**src/rtl/tcr_pkg.sv**
```systemverilog
package tcr_pkg;

  typedef struct packed {
    logic [7:0] char_code;
    logic       last_char;
  } in_t;

  typedef struct packed {
    logic int_ok;
    logic dec_ok;
    logic sci_ok;
    logic hex_ok;
    logic kw_ok;
    logic id_ok;
  } out_t;

  localparam int unsigned KW_COUNT = 4;
  localparam logic [3:0] KW_ALL = 4'hF;
  localparam logic [2:0] KW_POS_MAX = 3'd7;

  localparam logic [1:0] KW_IF    = 2'd0;
  localparam logic [1:0] KW_WHILE = 2'd1;
  localparam logic [1:0] KW_ELSE  = 2'd2;
  localparam logic [1:0] KW_PRINT = 2'd3;

  localparam logic [2:0] KW_LEN [KW_COUNT] = '{3'd2, 3'd5, 3'd4, 3'd5};

  function automatic logic [7:0] kw_char(input logic [1:0] k, input logic [2:0] pos);
    logic [7:0] c;
    c = 8'h00;
    case (k)
      KW_IF: begin
        case (pos)
          3'd0: c = "i";
          3'd1: c = "f";
          default: c = 8'h00;
        endcase
      end
      KW_WHILE: begin
        case (pos)
          3'd0: c = "w";
          3'd1: c = "h";
          3'd2: c = "i";
          3'd3: c = "l";
          3'd4: c = "e";
          default: c = 8'h00;
        endcase
      end
      KW_ELSE: begin
        case (pos)
          3'd0: c = "e";
          3'd1: c = "l";
          3'd2: c = "s";
          3'd3: c = "e";
          default: c = 8'h00;
        endcase
      end
      KW_PRINT: begin
        case (pos)
          3'd0: c = "p";
          3'd1: c = "r";
          3'd2: c = "i";
          3'd3: c = "n";
          3'd4: c = "t";
          default: c = 8'h00;
        endcase
      end
      default: c = 8'h00;
    endcase
    return c;
  endfunction

endpackage

```
**src/rtl/token_class_recognizer.sv**
```systemverilog
// channel   direction  payload            handshake
// in_       input      tcr_pkg::in_t      in_valid / in_stall
// out_      output     tcr_pkg::out_t     out_valid / out_stall
//
// One character per cycle while in_stall is low: a character is registered, the six
// automata advance from it, and a token's result lands in the output register.
// The per-character automaton state update is a loop, a few gate levels deep.
// rst_n (synchronous) returns every automaton to its start state and empties both
// registers. in_stall rises only while a finished result is stalled and the next
// registered character also ends a token.
module token_class_recognizer (
  input  logic          clk,
  input  logic          rst_n,
  input  logic          in_valid,
  output logic          in_stall,
  input  tcr_pkg::in_t  in_data,
  output logic          out_valid,
  input  logic          out_stall,
  output tcr_pkg::out_t out_data
);

  localparam logic [1:0] INT_START = 2'd0;
  localparam logic [1:0] INT_BODY  = 2'd1;
  localparam logic [1:0] INT_DEAD  = 2'd3;

  localparam logic [2:0] DEC_START = 3'd0;
  localparam logic [2:0] DEC_INT   = 3'd1;
  localparam logic [2:0] DEC_POINT = 3'd2;
  localparam logic [2:0] DEC_FRAC  = 3'd3;
  localparam logic [2:0] DEC_DEAD  = 3'd7;

  localparam logic [2:0] SCI_START = 3'd0;
  localparam logic [2:0] SCI_INT   = 3'd1;
  localparam logic [2:0] SCI_FRAC  = 3'd2;
  localparam logic [2:0] SCI_E     = 3'd3;
  localparam logic [2:0] SCI_SIGN  = 3'd4;
  localparam logic [2:0] SCI_EXP   = 3'd5;
  localparam logic [2:0] SCI_DEAD  = 3'd7;

  localparam logic [1:0] HEX_START = 2'd0;
  localparam logic [1:0] HEX_DIGIT = 2'd1;
  localparam logic [1:0] HEX_END   = 2'd2;
  localparam logic [1:0] HEX_DEAD  = 2'd3;

  localparam logic [1:0] ID_START = 2'd0;
  localparam logic [1:0] ID_BODY  = 2'd1;
  localparam logic [1:0] ID_DEAD  = 2'd3;

  logic         s1_valid_r;
  tcr_pkg::in_t s1_data_r;
  logic         s1_move;

  logic [1:0] int_phase_r, int_phase_nxt;
  logic [2:0] dec_phase_r, dec_phase_nxt;
  logic [2:0] sci_phase_r, sci_phase_nxt;
  logic [1:0] hex_phase_r, hex_phase_nxt;
  logic [1:0] id_phase_r, id_phase_nxt;
  logic [2:0] kw_pos_r, kw_pos_nxt;
  logic [3:0] kw_cand_r, kw_cand_nxt;
  logic       kw_hit;

  logic          out_valid_r, out_valid_nxt;
  tcr_pkg::out_t out_data_r, out_data_nxt;

  logic [7:0] c;
  logic is_dig, is_nz, is_sign, is_upper, is_lower, is_hexd;

  assign c        = s1_data_r.char_code;
  assign is_dig   = (c >= "0") && (c <= "9");
  assign is_nz    = (c >= "1") && (c <= "9");
  assign is_sign  = (c == "+") || (c == "-");
  assign is_upper = (c >= 8'd65) && (c <= 8'd90);
  assign is_lower = (c >= 8'd97) && (c <= 8'd122);
  assign is_hexd  = is_dig || ((c >= 8'd65) && (c <= 8'd70));

  assign s1_move  = s1_valid_r && (!s1_data_r.last_char || !out_valid_r || !out_stall);
  assign in_stall = s1_valid_r && !s1_move;

  always_comb begin
    case (int_phase_r)
      INT_START: int_phase_nxt = (is_sign || is_dig) ? INT_BODY : INT_DEAD;
      INT_BODY:  int_phase_nxt = is_dig ? INT_BODY : INT_DEAD;
      default:   int_phase_nxt = INT_DEAD;
    endcase

    case (dec_phase_r)
      DEC_START: dec_phase_nxt = (is_sign || is_dig) ? DEC_INT : DEC_DEAD;
      DEC_INT:   dec_phase_nxt = is_dig ? DEC_INT : ((c == ".") ? DEC_POINT : DEC_DEAD);
      DEC_POINT: dec_phase_nxt = is_dig ? DEC_FRAC : DEC_DEAD;
      DEC_FRAC:  dec_phase_nxt = is_dig ? DEC_FRAC : DEC_DEAD;
      default:   dec_phase_nxt = DEC_DEAD;
    endcase

    case (sci_phase_r)
      SCI_START: sci_phase_nxt = (is_sign || is_dig) ? SCI_INT : SCI_DEAD;
      SCI_INT:   sci_phase_nxt = is_dig ? SCI_INT : ((c == ".") ? SCI_FRAC : SCI_DEAD);
      SCI_FRAC:  sci_phase_nxt = is_dig ? SCI_FRAC : ((c == "E") ? SCI_E : SCI_DEAD);
      SCI_E:     sci_phase_nxt = is_sign ? SCI_SIGN : (is_nz ? SCI_EXP : SCI_DEAD);
      SCI_SIGN:  sci_phase_nxt = is_nz ? SCI_EXP : SCI_DEAD;
      SCI_EXP:   sci_phase_nxt = is_dig ? SCI_EXP : SCI_DEAD;
      default:   sci_phase_nxt = SCI_DEAD;
    endcase

    case (hex_phase_r)
      HEX_START: hex_phase_nxt = is_hexd ? HEX_DIGIT : HEX_DEAD;
      HEX_DIGIT: hex_phase_nxt = is_hexd ? HEX_DIGIT : ((c == "H") ? HEX_END : HEX_DEAD);
      default:   hex_phase_nxt = HEX_DEAD;
    endcase

    case (id_phase_r)
      ID_START: id_phase_nxt = (is_upper || is_lower) ? ID_BODY : ID_DEAD;
      ID_BODY:  id_phase_nxt = (is_dig || is_upper || is_lower || (c == "_")) ?
                               ID_BODY : ID_DEAD;
      default:  id_phase_nxt = ID_DEAD;
    endcase
  end

  always_comb begin
    kw_cand_nxt = '0;
    kw_hit      = 1'b0;
    for (int k = 0; k < tcr_pkg::KW_COUNT; k++) begin
      if (kw_cand_r[k] && (kw_pos_r < tcr_pkg::KW_LEN[k]) &&
          (tcr_pkg::kw_char(2'(k), kw_pos_r) == c)) begin
        kw_cand_nxt[k] = 1'b1;
        if (kw_pos_r == tcr_pkg::KW_LEN[k] - 3'd1) begin
          kw_hit = 1'b1;
        end
      end
    end
    kw_pos_nxt = (kw_pos_r < tcr_pkg::KW_POS_MAX) ? kw_pos_r + 3'd1 : kw_pos_r;
  end

  always_comb begin
    out_data_nxt.int_ok = (int_phase_nxt == INT_BODY);
    out_data_nxt.dec_ok = (dec_phase_nxt == DEC_FRAC);
    out_data_nxt.sci_ok = (sci_phase_nxt == SCI_EXP);
    out_data_nxt.hex_ok = (hex_phase_nxt == HEX_END);
    out_data_nxt.kw_ok  = kw_hit;
    out_data_nxt.id_ok  = (id_phase_nxt == ID_BODY);

    if (s1_move && s1_data_r.last_char) begin
      out_valid_nxt = 1'b1;
    end else if (!out_stall) begin
      out_valid_nxt = 1'b0;
    end else begin
      out_valid_nxt = out_valid_r;
    end
  end

  always_ff @(posedge clk) begin
    if (!rst_n) begin
      s1_valid_r  <= 1'b0;
      out_valid_r <= 1'b0;
      int_phase_r <= INT_START;
      dec_phase_r <= DEC_START;
      sci_phase_r <= SCI_START;
      hex_phase_r <= HEX_START;
      id_phase_r  <= ID_START;
      kw_pos_r    <= '0;
      kw_cand_r   <= tcr_pkg::KW_ALL;
    end else begin
      out_valid_r <= out_valid_nxt;
      if (!in_stall) begin
        s1_valid_r <= in_valid;
      end
      if (s1_move) begin
        if (s1_data_r.last_char) begin
          int_phase_r <= INT_START;
          dec_phase_r <= DEC_START;
          sci_phase_r <= SCI_START;
          hex_phase_r <= HEX_START;
          id_phase_r  <= ID_START;
          kw_pos_r    <= '0;
          kw_cand_r   <= tcr_pkg::KW_ALL;
        end else begin
          int_phase_r <= int_phase_nxt;
          dec_phase_r <= dec_phase_nxt;
          sci_phase_r <= sci_phase_nxt;
          hex_phase_r <= hex_phase_nxt;
          id_phase_r  <= id_phase_nxt;
          kw_pos_r    <= kw_pos_nxt;
          kw_cand_r   <= kw_cand_nxt;
        end
      end
    end
  end

  always_ff @(posedge clk) begin
    if (!in_stall && in_valid) begin
      s1_data_r <= in_data;
    end
    if (s1_move && s1_data_r.last_char) begin
      out_data_r <= out_data_nxt;
    end
  end

  assign out_valid = out_valid_r;
  assign out_data  = out_data_r;

endmodule

```
**config.mk**
```make
export PLATFORM = sky130hd
export DESIGN_NAME = token_class_recognizer
export DESIGN_NICKNAME = d
export VERILOG_FILES = /design/src/rtl/tcr_pkg.sv /design/src/rtl/token_class_recognizer.sv
export SDC_FILE = /design/constraint.sdc
export NUM_CORES = 1
export LEC_CHECK = 0
export BUFFER_PORTS_ARGS = -buffer_cell sky130_fd_sc_hd__buf_2
export CORE_MARGIN = 3
export CORE_UTILIZATION = 59
export DETAILED_ROUTE_END_ITERATION = 8
export PLACE_DENSITY_LB_ADDON = 0.3
export SYNTH_ARGS = -nofsm -noshare
export SYNTH_HDL_FRONTEND = slang
export SYNTH_SLANG_ARGS = --single-unit
```
**constraint.sdc**
```tcl
create_clock -name clk -period 2.7 [get_ports clk]
set_clock_uncertainty 0.1 [all_clocks]
set_input_delay 0.54 -clock clk [delete_from_list [all_inputs] [get_ports clk]]
set_output_delay 0.54 -clock clk [all_outputs]
set_load 0.02 [all_outputs]
```
==> results.ini <==
[status]
outcome=complete, no violations

[finish]
fillers=279
antenna-diode-count=0
area_delta_synth_final_pct=10.2
multi_input_area_um2=1190
final_area_um2=2380
regArea_um2=851
drive_gt1_share_pct=16.2
stdcell_count=312
final_nets=283

[clock_tree]
cts_max_level=2
post_cts_buffers=0
cts_tree=done
cts-resized-gates=0
clkSlewWorstSetupHoldPaths_ns=0.07
hold_buffers=0
clk_latency_ns=0.29
clockBufferDepth=2
ctsRootBufferMaster=clkbuf_8
clkSinkCount=35
numCtsBuffers=5

[synthesis]
netlist_instances=247
synth_edf_count=15
synth.distinct_cells=59
syn_area_per_cell_um2=8.75
synth_area_um2=2160
async_reset_ff_share_pct=0
ys_seq_area_share_pct=39.4
ys_ff_latch=35
synth_ff_type=dfxtp_1
ys_warn_count=0
syn-num-nets=265

[drt]
vias_per_cell=6.21
wl_per_cell_um=15.4
drc=0
antenna_left=0
drt_iter0_drc=138
drt_wl_total_um=4810
vias=1936
dr.pass1.iters=4

[setup_path]
critPathLaunchType=flop
cpLargestDelayFamily=compound AO/OA/AOI/OAI gates
critPathBufInv=1
critPathMaxStageDelay_ns=0.52
crit_arrival_ns=2.42
cp_cell_sequence=inv_1 -> ha_1 -> or4_4 -> o21a_1 -> o21ai_2 -> nor4_1 -> a221o_1
cp_max_fo=6
crit_path_top_delay_cell=or4_4
crit_required_ns=2.63
path_class=flop to flop
endpoint_kind=flop

[timing]
max_freq_mhz=403
slew_headroom_pct=53.6
tightest_slew_ns=0.695
final_hold_viol_count=0
final.period_utilization_pct=91.9
min_period_ns=2.48
setup_viol=0
final.setup.tns_ns=0
drv_slew=0
rsz0062_at_grt=false

[power]
p_per_area_nw_per_um2=467
p_leak_nw=0.863
vdd_drop_max_uv=420

[placement]
placedCellCount=304
globalplace.congestion=0.906
portBuffers=20
dp_hpwl_um=3460
postPlaceCellArea_um2=2300

[floorplan]
core_um2=3440
num_rows=21
dieArea_um2=4430
start_util_pct=62.8
pin_count=21
die_y_um=66.5
die_w_um=66.5

[flow_run]
max-cap-violations=0

[global_route]
grt_pass1_vias=1701
grt_start_max_net_pins=19
antenna_found_initial=0
grt_pass1_wl_um=8170
grt_overflow=0
grt_usage_pct=24.7

[hold_path]
min_path_type=input pin to flop

==> cell families after synthesis <==
kind of cell	count (synthesis)	synth area share, %
compound gates	71	24.0
xor+xnor	2	0.810
fa+ha+maj	5	2.89
buf+inv	29	5.67
flops	35	39.4
mux	2	0.926
simple gates	103	26.3
==> layout by cell type, fill, tap and decap left out, drive strengths merged, types with 2 or more instances in the layout <==
cell      n
o21ai    10
nor3     12
or3b      3
clkbuf    5
a21oi    12
a22oi     2
nand3     4
or4       2
ha        5
nor2     19
nor4      5
xor2      2
a2111oi   2
dfxtp    20
buf      27
and2      8
and3      3
edfxtp   15
o31a      3
o32a      2
o21ba     2
nand4     5
nand2b    4
clkinv    2
inv      13
o22ai     5
nor4b     2
mux2i     2
nor3b     6
nor2b     5
a31oi     2
a32oi     2
o21a     13
nand2    17
or3       5
o221ai    2
==> synth_stat cells, types with 6 or more instances <==
| cell | number | area [um^2] |
|---|---|---|
| nand2_1 | 17 | 63.8 |
| o21a_1 | 13 | 97.6 |
| a21oi_1 | 12 | 60.1 |
| dfxtp_1 | 20 | 400 |
| and2_1 | 8 | 50.1 |
| o21ai_0 | 8 | 40.0 |
| inv_1 | 13 | 48.8 |
| edfxtp_1 | 15 | 450 |
| nor3b_1 | 6 | 45.0 |
| nor3_1 | 12 | 60.1 |
| nor2_1 | 19 | 71.3 |
| clkbuf_1 | 9 | 33.8 |
==> where the power goes <==
| part | internal, mW | switching [mW] | leakage, nW | total [mW] |
|---|---|---|---|---|
| combinational | 0.0637 | 0.0785 | 0.514 | 0.142 |
| sequential | 0.578 | 0.0361 | 0.310 | 0.615 |
| clock | 0.175 | 0.181 | 0.0392 | 0.355 |
==> layout make-up <==
type                    count  area share [%]
clock inverters             3           0.630
clock buffers               5            2.89
inverters                  13            2.05
well taps                  46            2.42
multi-input cells         183            49.9
flip-flops and latches     35            35.7
repair buffers             27            6.41
==> final timing paths <==
check | endpoint | slack, ns | startpoint | depth (start not counted)
setup reg to reg | out_data[1] | 0.22 | kw_pos_r[0] | 7
hold / removal | c[1] | 0.32 | in_data[2] | 1
hold reg to reg | hex_phase_r[0] | 0.36 | hex_phase_r[0] | 2
setup / recovery | out_data[1] | 0.22 | kw_pos_r[0] | 7
==> state kept, by name (all words and copies together) (netlist names) <==
name and cells:
c 8, out_data 6, kw_cand_r 4, dec_phase_r 3, kw_pos_r 3, sci_phase_r 3, hex_phase_r 2, int_phase_r 2
id_phase_r 1, out_valid 1, s1_data_r 1, s1_valid_r 1
==> per-stage QoR <==
step	setup slack, ns	power (mW)	utilization, %	hold WS (ns)
floorplan	0.433	0.721	-	0.327
global placement	0.315	0.762	66.8	0.334
detailed placement	0.266	0.766	66.8	0.345
CTS	0.244	1.12	69.2	0.316
global route	0.0393	1.17	69.2	0.303
finish	0.218	1.11	69.2	0.323
==> routing by layer <==
metal	vias up	wire length (um)	track usage (%)
met2	71	2160	36.2
li1	962	-	-
met3	8	342	5.56
met4	0	67	8.88
met5	-	0	0
met1	895	2240	35.5
==> worst register-to-register path: stages, from the launching register on <==
cell and delay (ns):
dfxtp_1 0.44, inv_1 0.14, ha_1 0.26, or4_4 0.52, o21a_1 0.19, o21ai_2 0.16
nor4_1 0.08, a221o_1 0.34
Note: power is estimated with default switching activity, not from simulation.
